File: config.mk
export PLATFORM = sky130hd
export DESIGN_NAME = lzwd_ctrl
export DESIGN_NICKNAME = d
export VERILOG_FILES = /design/src/sv/lzwd_pkg.sv /design/src/sv/lzwd_ctrl.sv
export SDC_FILE = /design/constraint.sdc
export NUM_CORES = 1
export LEC_CHECK = 0
export BUFFER_PORTS_ARGS = -buffer_cell sky130_fd_sc_hd__buf_2
export CAP_MARGIN = 30
export CORE_AREA = 5 5 42 44
export CTS_CLUSTER_DIAMETER = 80
export CTS_CLUSTER_SIZE = 20
export DETAILED_ROUTE_END_ITERATION = 12
export DIE_AREA = 0 0 47 49
export SYNTH_ARGS = -nofsm -noshare
export SYNTH_HDL_FRONTEND = slang
export SYNTH_SLANG_ARGS = --single-unit
File: constraint.sdc
create_clock -name clk -period 1.7 [get_ports clk]
set_clock_uncertainty 0.15 [all_clocks]
set_input_delay 0 -clock clk [delete_from_list [all_inputs] [get_ports clk]]
set_output_delay 0 -clock clk [all_outputs]
set_load 0.02 [all_outputs]
File: src/sv/lzwd_pkg.sv
// ----------------------------------------------------------------------------
// lzwd_pkg
// Shared types, sizes and helpers for the LZW decoder.
// ----------------------------------------------------------------------------
package lzwd_pkg;

	localparam int DICT_ENTRIES      = 4096;
	localparam int MAX_STRING_LENGTH = 64;
	localparam int BASE_ENTRIES      = 27;

	localparam int CODE_W  = 12;
	localparam int CHAR_W  = 8;
	localparam int IDX_W   = $clog2(DICT_ENTRIES);
	localparam int COUNT_W = $clog2(DICT_ENTRIES + 1);
	localparam int LEN_W   = $clog2(MAX_STRING_LENGTH + 1);
	localparam int BUF_W   = $clog2(MAX_STRING_LENGTH);
	localparam int CMP_W   = (COUNT_W > CODE_W) ? COUNT_W : CODE_W + 1;

	localparam logic [CHAR_W-1:0] HASH_CHAR   = 8'h23;
	localparam logic [CHAR_W-1:0] LETTER_A    = 8'h41;
	localparam logic [CHAR_W-1:0] NULL_CHAR   = 8'h00;

	typedef struct packed {
		logic [CODE_W-1:0] code_word;
		logic              new_message;
	} lzw_item_t;

	typedef struct packed {
		logic [CHAR_W-1:0] out_char;
		logic              last;
		logic              error;
	} lzw_result_t;

	typedef struct packed {
		logic [IDX_W-1:0]  prefix;
		logic [CHAR_W-1:0] tail;
		logic [CHAR_W-1:0] head;
		logic [LEN_W-1:0]  len;
	} dict_entry_t;

	// controller to datapath
	typedef struct packed {
		logic accept;
		logic look;
		logic walk;
		logic emit;
		logic err;
	} ctrl_cmd_t;

	// datapath to controller
	typedef struct packed {
		logic invalid;
		logic single;
		logic walk_done;
		logic emit_done;
		logic out_free;
	} dp_status_t;

	// fixed base entries: '#' then 'A'..'Z'
	function automatic dict_entry_t base_entry(input logic [IDX_W-1:0] idx);
		dict_entry_t e;
		logic [CHAR_W-1:0] ch;
		if (idx == '0) begin
			ch = HASH_CHAR;
		end else begin
			ch = LETTER_A + CHAR_W'(idx) - CHAR_W'(1);
		end
		e.prefix = '0;
		e.tail   = ch;
		e.head   = ch;
		e.len    = LEN_W'(1);
		return e;
	endfunction

endpackage

File: src/sv/lzwd_ctrl.sv
// ----------------------------------------------------------------------------
// lzwd_ctrl
// Sequencer: accept, dictionary lookup, chain walk, character output, error word.
// ----------------------------------------------------------------------------
module lzwd_ctrl (
	input  logic                 clk,
	input  logic                 arst_n,
	input  logic                 item_valid,
	output logic                 item_ready,
	output lzwd_pkg::ctrl_cmd_t  cmd,
	input  lzwd_pkg::dp_status_t sts
);

	import lzwd_pkg::*;

	typedef enum logic [4:0] {
		ST_IDLE = 5'b00001,
		ST_LOOK = 5'b00010,
		ST_WALK = 5'b00100,
		ST_EMIT = 5'b01000,
		ST_ERR  = 5'b10000
	} state_t;

	state_t state_q;
	state_t state_d;

	always_comb begin
		state_d = state_q;
		case (state_q)
			ST_IDLE: begin
				if (item_valid) begin
					state_d = ST_LOOK;
				end
			end
			ST_LOOK: begin
				if (sts.invalid) begin
					state_d = ST_ERR;
				end else if (sts.single) begin
					state_d = ST_EMIT;
				end else begin
					state_d = ST_WALK;
				end
			end
			ST_WALK: begin
				if (sts.walk_done) begin
					state_d = ST_EMIT;
				end
			end
			ST_EMIT: begin
				// last word sits in the output register, next code may come in
				if (sts.emit_done) begin
					state_d = ST_IDLE;
				end
			end
			ST_ERR: begin
				if (sts.out_free) begin
					state_d = ST_IDLE;
				end
			end
			default: begin
				state_d = ST_IDLE;
			end
		endcase
	end

	always_ff @(posedge clk or negedge arst_n) begin
		if (!arst_n) begin
			state_q <= ST_IDLE;
		end else begin
			state_q <= state_d;
		end
	end

	assign item_ready = state_q == ST_IDLE;

	always_comb begin
		cmd.accept = (state_q == ST_IDLE) && item_valid;
		cmd.look   = state_q == ST_LOOK;
		cmd.walk   = state_q == ST_WALK;
		cmd.emit   = state_q == ST_EMIT;
		cmd.err    = state_q == ST_ERR;
	end

	a_done_to_idle: assert property (@(posedge clk) disable iff (!arst_n)
		(cmd.emit && sts.emit_done) |=> item_ready)
		else $error("not ready after final character");

endmodule

Word level (Yosys, flattened, before mapping) --
Index checks and enable logic that the tools add are counted.
Storage, ports and cells: bits in latches 0, memories kept 0, output and inout bits 6, RAM bits 0, register bits after elaboration 5, bits in read-only memories 0, word-level logic and storage cells 19
Cells by class: equal/unequal tests 9, mux-type cells 7, divide/modulo/power cells 0, shifts and indexed selects 0, bitwise operators 0, reductions and logical operators 2, $lt $le $gt $ge 0, $mul 0, add/sub/neg operators 0
Operators by type and width (number):
- 5-bit two-way mux | 5
- 5-bit case mux with 5 select lines | 1
- 2-bit by 1-bit inequality test with 1-bit output, second input constant | 3
- 5-bit by 1-bit equality test with 1-bit output, second input constant | 1
- 5-bit by 2-bit equality test with 1-bit output, second input constant | 1
- 5-bit by 3-bit equality test with 1-bit output, second input constant | 1
- 5-bit by 4-bit equality test with 1-bit output, second input constant | 1
- 5-bit equality test, second input constant | 1
- 4-bit two-way mux | 1
- 4-bit AND reduction | 1
- 2-bit inequality test, second input constant | 1
- 1-bit logical AND | 1

Logic depth before layout (Yosys ltp) --
Gate-level depths: netlist of the first run.
word-level depth 3, mapped depth 4

Worst setup path after synthesis of the first run --
No wires, ideal clock.
kind reg-to-reg, start point reg state_q[4], end point reg state_q[4], slack 0.124 ns, path buffers 0, arrival 1.361 ns, stages on the path, launching flop included 4, setup time 0.065 ns, path through dfrtp_1 or3_1 nor2b_1 a21o_1
RTL lines:
- start: declaration | line lzwd_ctrl.sv:24 | state_t state_q;
- start signal: assignment | line lzwd_ctrl.sv:70 | state_q <= state_d;

==> metrics.md, run 1 <==
| Metric | Value |
|---|---|
| Main combinational cell family by area after synthesis | `simple AND/OR/NAND/NOR gates` |
| Syn avg cell area | `about 10 um^2` |
| Critical Path End Type | `primary output` |
| IO Pins | `14` |
| Final WL | `between 800 and 900 um` |
| Placer congestion estimate | `~0.7` |
| Global-route wire length before repair | `1330 um` |
| Nets | `66` |
| Synthesis-to-finish area growth | `61.7%` |
| Final core occ | `~37%` |
| Required arrival time at the worst endpoint | `1.55 ns` |
| Share of layout cells above drive strength 1 | `40.4%` |
| Commonest cells post-synth | `4 x dfrtp_1, 4 x nor2b_1, 3 x nor2_1` |
| Area contributors post-synth | `dfrtp_1 31%, nor4b_2 9.4%, dfstp_2 8.2%, nor2b_1 7.8%, nor3b_1 4.7%` |
| Finish-stage setup viols | `0` |
| CP Launch Type | `register` |
| Seq/Total Area, Yosys | `39.5%` |
| Top cell type's share of synthesized area | `about 31%` |
| Row cnt | `14` |
| Synth Area in Simple Gates | `43.0%` |
| CP max FO | `7` |
| TritonCTS clock tree | `yes` |
| R2R depth | `3` |
| YS warnings | `0` |
| Top reg by flops | `state_q` |
| Commonest register cell after synthesis | `dfrtp_1` |
| Worst-margin pin slew | `between 0.2 and 0.3 ns` |
| Grt total ovfl | `0` |
| Worst setup margin | `0.0590 ns` |
| DRT Pass-1 Iters | `2` |
| Peak supply drop | `0.616 mV` |
| Post-Synth XOR/XNOR Area | `0%` |
| Max Cap Violations | `0` |
| Register area | `128 um^2` |
| Async SR Flop Fraction | `100%` |
| R2r startpoint | `state_q[2]` |
| DIE HEIGHT | `49 um` |
| Post-DP HPWL | `roughly 560 um` |
| Port bufs | `13` |
| Pwr Density | `1280 nW/um^2` |
| Largest net degree at the start of global routing | `8` |
| Via-per-instance ratio | `between 4 and 5` |
| Post-synth EDFFs | `0` |
| Reg2reg setup slack | `0.18 ns` |
| Via count | `326` |
| Die area | `2300 um^2` |
| Post CTS Setup Buffer Count | `0` |
| Num CTS Buffers | `3` |
| Final ANT Viol Nets | `0` |
| Synthesized instance count | `32` |
| Clock root buffer | `clkbuf_4` |
| Placed inst area | `405 um^2` |
| Unrepaired setup endpoints after global routing | `true` |
| Crit path time final | `1.64 ns` |
| Flops & latches, synth | `5` |
| H-tree levels | `1` |
| Mapped Nets | `40` |
| Placement Setup Slack | `0.188 ns` |
| Rel. slew slack | `81.1%` |
| Final hold vios | `0` |
| Post-Syn Area | `320 um^2` |
| Area of the multi-input gates | `191 um^2` |
| Die X | `47 um` |
| CP arrival | `1.49 ns` |
| Core area | `1400 um^2` |
| Fillers | `157` |
| Critical path class | `register to primary output` |
| Post-layout instance area | `roughly 520 um^2` |
| Post-synthesis compound-gate area fraction | `15.2%` |
| N_diodes | `0` |
| Drt wl/cell | `11.2 um` |
| Initial DRC count | `1` |
| Multiplexer share of the synthesized area | `0%` |
| Max Slew Vio Count | `0` |
| Tot Pwr | `between 600 and 700 uW` |
| Max reg flops | `5` |
| Post-synth cell types | `19` |
| Total track usage | `between 8 and 9%` |
| Status | `finished, final reports clean` |
| Post-Synth Adder-Cell Area | `0%` |
| End of the worst register-to-register path | `state_q[0]` |
| Buffer depth of the longest clock path | `2` |
| CTS clk-pin slew, worst paths | `0.04 ns` |
| Max Fclk | `0.609 GHz` |
| Initial antenna violation count | `0` |
| Clock Sink Count | `5` |
| Starting Density | `22.9%` |
| Clock latency on the worst-skew pair | `between 0.2 and 0.25 ns` |
| Crit share post-route | `96.5%` |
| Leakage | `between 0.0002 and 0.00025 uW` |
| Via count of the first global-routing pass | `358` |
| DRC Markers | `0` |
| Largest area contributor in the netlist | `dfrtp_1` |
| Worst min path class | `input port to asynchronous set/reset pin` |
| Largest regs | `state_q: 5 flops` |
-- critical path, cell delays in order (launching register included) --
cell	delay, ns
dfrtp_2	0.43
or3_4	0.42
nor3b_1	0.20
buf_2	0.19
-- power breakdown --
group	internal, uW	leakage [uW]	switching (uW)	total (uW)
clock	88.6	0.0000150	46.7	135
combinational	156	0.000164	168	324
sequential	161	0.0000635	43.3	204
total	405	0.000242	258	664
-- cell families (layout without fill, tap and decap cells) --
kind of cell    after synthesis  in the layout
flops                         5              5
compound gates                7              7
buf+inv                       2             27
simple gates                 18             18
-- metrics by stage --
step           hold WS [ns]  cells  TNS (ns)
6_report             0.0848     73         0
4_1_cts              0.0824     73         0
3_3_place_gp         -0.331     61         0
5_1_grt              0.0934     73  -0.00718
2_1_floorplan        -0.446     32         0
3_5_place_dp         -0.332     61         0
-- cell type report --
| type | count | area share (%) |
|---|---|---|
| well taps | 16 | 3.86 |
| clock buffers | 4 | 5.07 |
| multi-input cells | 25 | 37.0 |
| inverters | 2 | 1.45 |
| repair buffers | 21 | 28.0 |
| flip-flops and latches | 5 | 24.6 |
-- how the worst max path moves through the flow --
stage	from	endpoint	slack, ns
final	state_q[2]	cmd[1]	0.06
after detailed placement	state_q[2]	state_q[0]	0.19
after CTS	state_q[2]	cmd[1]	0.04
after global placement	state_q[2]	state_q[0]	0.19
after floorplan	state_q[4]	state_q[4]	0.12
after global routing	state_q[2]	cmd[1]	-0.004
-- timing repair --
item,CTS,global route
hold buffers,8,0
setup endpoints to repair,0,3
endpoints found under the hold margin,10,0
gates resized for setup,0,2
-- routing by layer --
metal  track usage, %  part of all wire [%]
met4             6.91                     0
met1             8.05                    39
met2             13.3                    57
met5                0                     0
met3             1.11                   3.7
-- layout by cell type, fill, tap and decap left out, drive strengths merged, types with 2 or more instances in the layout --
master and count:
a21oi 2, and2 2, buf 13, clkbuf 4, dfrtp 4, dlygate4sd3 8
inv 2, nor2 3, nor2b 4, nor3b 2, nor4b 3, or3 2
(Power assumes the default switching activity.)
==> run 2, diff against run 1 <==
--- a/config.mk
+++ b/config.mk
@@ -12,6 +12,7 @@
 export CTS_CLUSTER_SIZE = 20
 export DETAILED_ROUTE_END_ITERATION = 12
 export DIE_AREA = 0 0 47 49
+export RECOVER_POWER = 50
 export SYNTH_ARGS = -nofsm -noshare
 export SYNTH_HDL_FRONTEND = slang
 export SYNTH_SLANG_ARGS = --single-unit
==> metrics.md, run 2 (synthesis gave the netlist of run 1 again) <==
| Metric | Value |
|---|---|
| Reg2reg setup slack | `0.18 ns` |
| Synthesis-to-finish area growth | `61.3%` |
| Worst-margin pin slew | `0.282 ns` |
| End of the worst register-to-register path | `state_q[0]` |
| Status | `finished, final reports clean` |
| Row cnt | `14` |
| Buffer depth of the longest clock path | `2` |
| Worst min path class | `input port to asynchronous set/reset pin` |
| Post-Layout Cell Count | `73` |
| Final ANT Viol Nets | `0` |
| Required arrival time at the worst endpoint | `1.55 ns` |
| Crit path time final | `1.64 ns` |
| Final core occ | `36.9%` |
| Top reg by flops | `state_q` |
| Critical Path End Type | `primary output` |
| Inst Count DP | `~60` |
| Initial antenna violation count | `0` |
| CP arrival | `1.49 ns` |
| Finish-stage setup viols | `0` |
| Max reg flops | `5` |
| Largest net degree at the start of global routing | `8` |
| IO Pins | `14` |
| Starting Density | `22.9%` |
| Peak supply drop | `0.615 mV` |
| Post-DP HPWL | `564 um` |
| Core area | `1400 um^2` |
| Post CTS Setup Buffer Count | `0` |
| Slowest-stage cell, CP | `dfrtp_2` |
| Clock root buffer | `clkbuf_4` |
| CTS clk-pin slew, worst paths | `approximately 0.040 ns` |
| Grt total ovfl | `0` |
| Drt wl/cell | `11.2 um` |
| Die area | `2300 um^2` |
| Critical path class | `register to primary output` |
| N_diodes | `0` |
| Rel. slew slack | `81.1%` |
| CP Launch Type | `register` |
| R2r startpoint | `state_q[2]` |
| Die X | `47 um` |
| Final hold vios | `0` |
| Global routing's busiest layer | `met2` |
| Port bufs | `13` |
| CP cell instances | `or3_4 -> nor3b_1 -> buf_2` |
| Leakage | `between 0.0002 and 0.00025 uW` |
| Crit path from | `state_q[2]` |
| GR Layer Usage met1 | `8.05%` |
| Via count of the first global-routing pass | `approximately 360` |
| Num CTS Buffers | `3` |
| Share of layout cells above drive strength 1 | `38.6%` |
| Unrepaired setup endpoints after global routing | `true` |
| Setup_tns | `0 ns` |
| Most frequent cells in the layout | `12 x buf_2, 8 x dlygate4sd3_1, 4 x nor2b_1` |
| Max Cap Violations | `0` |
| Critical Path End | `cmd[1]` |
| Largest regs | `state_q: 5 flops` |
| DRC Markers | `0` |
| Met2 Usage GRT | `13.3%` |
| Total track usage | `8.00%` |
| DRT Pass-1 Iters | `2` |
| DIE HEIGHT | `49 um` |
| Crit share post-route | `around 97%` |
| Nets | `66` |
| Initial DRC count | `1` |
| R2R depth | `3` |
| Max Slew Vio Count | `0` |
| Tot Pwr | `663 uW` |
| Max incr delay on CP | `0.43 ns` |
| CP max FO | `7` |
| Via-per-instance ratio | `roughly 4.5` |
| Pwr Density | `1280 nW/um^2` |
| Clock latency on the worst-skew pair | `between 0.2 and 0.25 ns` |
| Most common cell after layout, fill and taps aside | `buf_2` |
| H-tree levels | `1` |
| Via count | `around 330` |
| Met3 global-route usage | `1.11%` |
| Placer congestion estimate | `0.695` |
| TritonCTS clock tree | `yes` |
| Clock Sink Count | `5` |
| Max Fclk | `0.609 GHz` |
| Global-route wire length before repair | `about 1300 um` |
| Final WL | `814 um` |
[run 2: cell count changes in the layout (fill, tap and decap cells not counted), sizes merged]
cell,delta
clkbuf,+1
buf,-1
[run 2: routing by layer]
layer | routed length [um] | up-vias
met5 | 0 | -
li1 | - | 170
met2 | 464 | 5
met3 | 30 | 0
met4 | 0 | 0
met1 | 319 | 151
[run 2: through the flow]
stage | hold slack, ns | instance area (um^2) | setup slack (ns)
2_1_floorplan | -0.446 | 320 | 0.124
3_3_place_gp | -0.331 | 405 | 0.188
3_5_place_dp | -0.332 | 405 | 0.188
4_1_cts | 0.0824 | 512 | 0.0420
5_1_grt | 0.132 | 517 | -0.00424
6_report | 0.108 | 517 | 0.0590
[run 2: critical path: cells and delay by family (launching register included)]
family,cells,cell delay [ns]
buffers and inverters,1,0.19
DFF,1,0.43
and+or+nand+nor,2,0.62
[run 2: layout make-up]
type,count,area [um^2]
inverters,2,7.51
clock buffers,4,26.3
flip-flops and latches,5,128
well taps,16,20.0
fillers,158,885
multi-input cells,25,191
repair buffers,21,144
[run 2: worst min-delay path by stage]
stage,from,end,slack [ns],cells after the start
4_1_cts,arst_n,state_q[0],0.08,2
2_1_floorplan,arst_n,state_q[1],-0.45,0
6_report,arst_n,state_q[0],0.11,2
3_3_place_gp,arst_n,state_q[2],-0.33,1
5_1_grt,arst_n,state_q[0],0.13,2
3_5_place_dp,arst_n,state_q[2],-0.33,1
[run 2: where the power goes]
group	internal, uW	switching [uW]
Sequential	161	43.3
Clock	88.6	46.7
Combinational	155	168
Total	405	258
[run 2: repair_timing]
action	4_1_cts	5_1_grt
hold buffers	8	0
hold endpoints to repair	10	0
endpoints found under the setup margin	0	3
gates resized for setup	0	2
==> run 3, diff against run 2 <==
--- a/config.mk
+++ b/config.mk
@@ -13,6 +13,7 @@
 export DETAILED_ROUTE_END_ITERATION = 12
 export DIE_AREA = 0 0 47 49
 export RECOVER_POWER = 50
+export SKIP_CTS_REPAIR_TIMING = 1
 export SYNTH_ARGS = -nofsm -noshare
 export SYNTH_HDL_FRONTEND = slang
 export SYNTH_SLANG_ARGS = --single-unit
==> constraint.sdc (replaced) <==
create_clock -name clk -period 1.5 [get_ports clk]
set_clock_uncertainty 0.15 [all_clocks]
set_input_delay 0 -clock clk [delete_from_list [all_inputs] [get_ports clk]]
set_output_delay 0 -clock clk [all_outputs]
set_load 0.02 [all_outputs]
==> metrics.md, run 3 (synthesis gave the netlist of run 1 again) <==
| Metric | Value |
|---|---|
| CP max FO | `4` |
| DIE HEIGHT | `roughly 50 um` |
| Buffer depth of the longest clock path | `2` |
| Row cnt | `14` |
| DRT Pass-1 Iters | `3` |
| Worst setup margin | `-0.0254 ns` |
| Most common cell after layout, fill and taps aside | `buf_4` |
| Clock root buffer | `clkbuf_4` |
| Largest regs | `state_q: 5 flops` |
| Via count of the first global-routing pass | `~320` |
| Crit path time final | `1.53 ns` |
| Starting Density | `22.9%` |
| Required arrival time at the worst endpoint | `1.35 ns` |
| Final core occ | `42.9%` |
| Die X | `47 um` |
| Clock latency on the worst-skew pair | `0.24 ns` |
| Via count | `352` |
| Drt wl/cell | `about 11 um` |
| Max Fclk | `0.656 GHz` |
| Max incr delay on CP | `0.41 ns` |
| Violated checks | `negative setup slack` |
| Total track usage | `6.86%` |
| Status | `finished, violations left` |
| Post-DP HPWL | `633 um` |
| Pwr Density | `1450 nW/um^2` |
| CP cell instances | `or3_4 -> nor3b_2 -> buf_4` |
| Leakage | `0.000278 uW` |
| Max Slew Vio Count | `0` |
| Worst min path class | `input port to asynchronous set/reset pin` |
| Fillers | `151` |
| Crit share post-route | `102%` |
| Clock Sink Count | `5` |
| Initial antenna violation count | `0` |
| Sum of buffers and inverters on the critical path | `1` |
| Die area | `2300 um^2` |
| Max reg flops | `5` |
| Max Cap Violations | `0` |
| CP top delay family | `simple AND/OR/NAND/NOR gates` |
| Setup_tns | `-0.0455 ns` |
| Post-layout instance area | `roughly 600 um^2` |
| Synthesis-to-finish area growth | `87.9%` |
| DRC Markers | `0` |
| Global-route wire length before repair | `1170 um` |
| TritonCTS clock tree | `yes` |
| Via-per-instance ratio | `4.51` |
| Placer congestion estimate | `0.722` |
| Final ANT Viol Nets | `0` |
| Largest net degree at the start of global routing | `6` |
| Final WL | `861 um` |
| Worst-margin pin slew | `0.279 ns` |
| Unrepaired setup endpoints after global routing | `true` |
| CP arrival | `1.38 ns` |
| Critical path class | `register to primary output` |
| CP Launch Type | `register` |
| Num CTS Buffers | `3` |
| Finish-stage setup viols | `2` |
| Core area | `1400 um^2` |
| Share of layout cells above drive strength 1 | `a little over half` |
| Nets | `71` |
| Slowest-stage cell, CP | `or3_4` |
| Grt total ovfl | `0` |
| H-tree levels | `1` |
| Port bufs | `13` |
| Top reg by flops | `state_q` |
| Initial DRC count | `2` |
| Placed inst area | `~450 um^2` |
| N_diodes | `0` |
| CTS clk-pin slew, worst paths | `0.04 ns` |
| Critical Path End Type | `primary output` |
| Final hold vios | `0` |
| Peak supply drop | `0.918 mV` |
| Most frequent cells in the layout | `9 x buf_4, 8 x dlygate4sd3_1, 7 x buf_2, 4 x dfrtp_1` |
| IO Pins | `14` |
| Rel. slew slack | `between 80% and 90%` |
==> run 3: final cells by class <==
type / instances / area (um^2) / area share [%]
well taps: 16 / 20.0 / 3.33
inverters: 2 / 7.51 / 1.25
multi-input cells: 25 / 224 / 37.2
flip-flops and latches: 5 / 126 / 21.0
repair buffers: 26 / 198 / 32.8
clock buffers: 4 / 26.3 / 4.37
==> run 3: path summary, 6_finish.rpt <==
check / cells after the start / end / startpoint / slack, ns
setup / recovery: 3 / cmd[0] / state_q[2] / -0.03
min in group clk: 3 / state_q[0] / item_valid / 0.32
hold / removal: 2 / state_q[0] / arst_n / 0.10
max in group asynchronous: 3 / state_q[2] / arst_n / 0.48
hold reg to reg: 2 / state_q[2] / state_q[3] / 0.43
setup reg to reg: 3 / state_q[0] / state_q[2] / 0.01
==> run 3: routing by layer <==
| metal | vias up | global-route usage (%) | share of wire (%) | wire length (um) |
|---|---|---|---|---|
| met5 | - | 0 | 0 | 0 |
| met4 | 0 | 4.15 | 0 | 0 |
| li1 | 177 | - | - | - |
| met2 | 8 | 11.3 | 57 | 489 |
| met1 | 167 | 7.80 | 37 | 322 |
| met3 | 0 | 1.11 | 5.6 | 48 |
==> run 3: stage by stage <==
step                      std cells  hold WS (ns)  setup slack [ns]  total power (uW)
final                            78         0.100           -0.0254               872
after global routing             78         0.138           -0.0739               924
after CTS                        69        -0.588           -0.0811               768
after detailed placement         65        -0.332            0.0241               613
after global placement           65        -0.331            0.0352               618
after floorplan                  32        -0.446            0.0365               484
==> run 3: power by group <==
| part | switching (uW) | internal [uW] |
|---|---|---|
| Clock | 49.0 | 100 |
| Sequential | 31.6 | 182 |
| Combinational | 250 | 258 |
| Total | 331 | 541 |
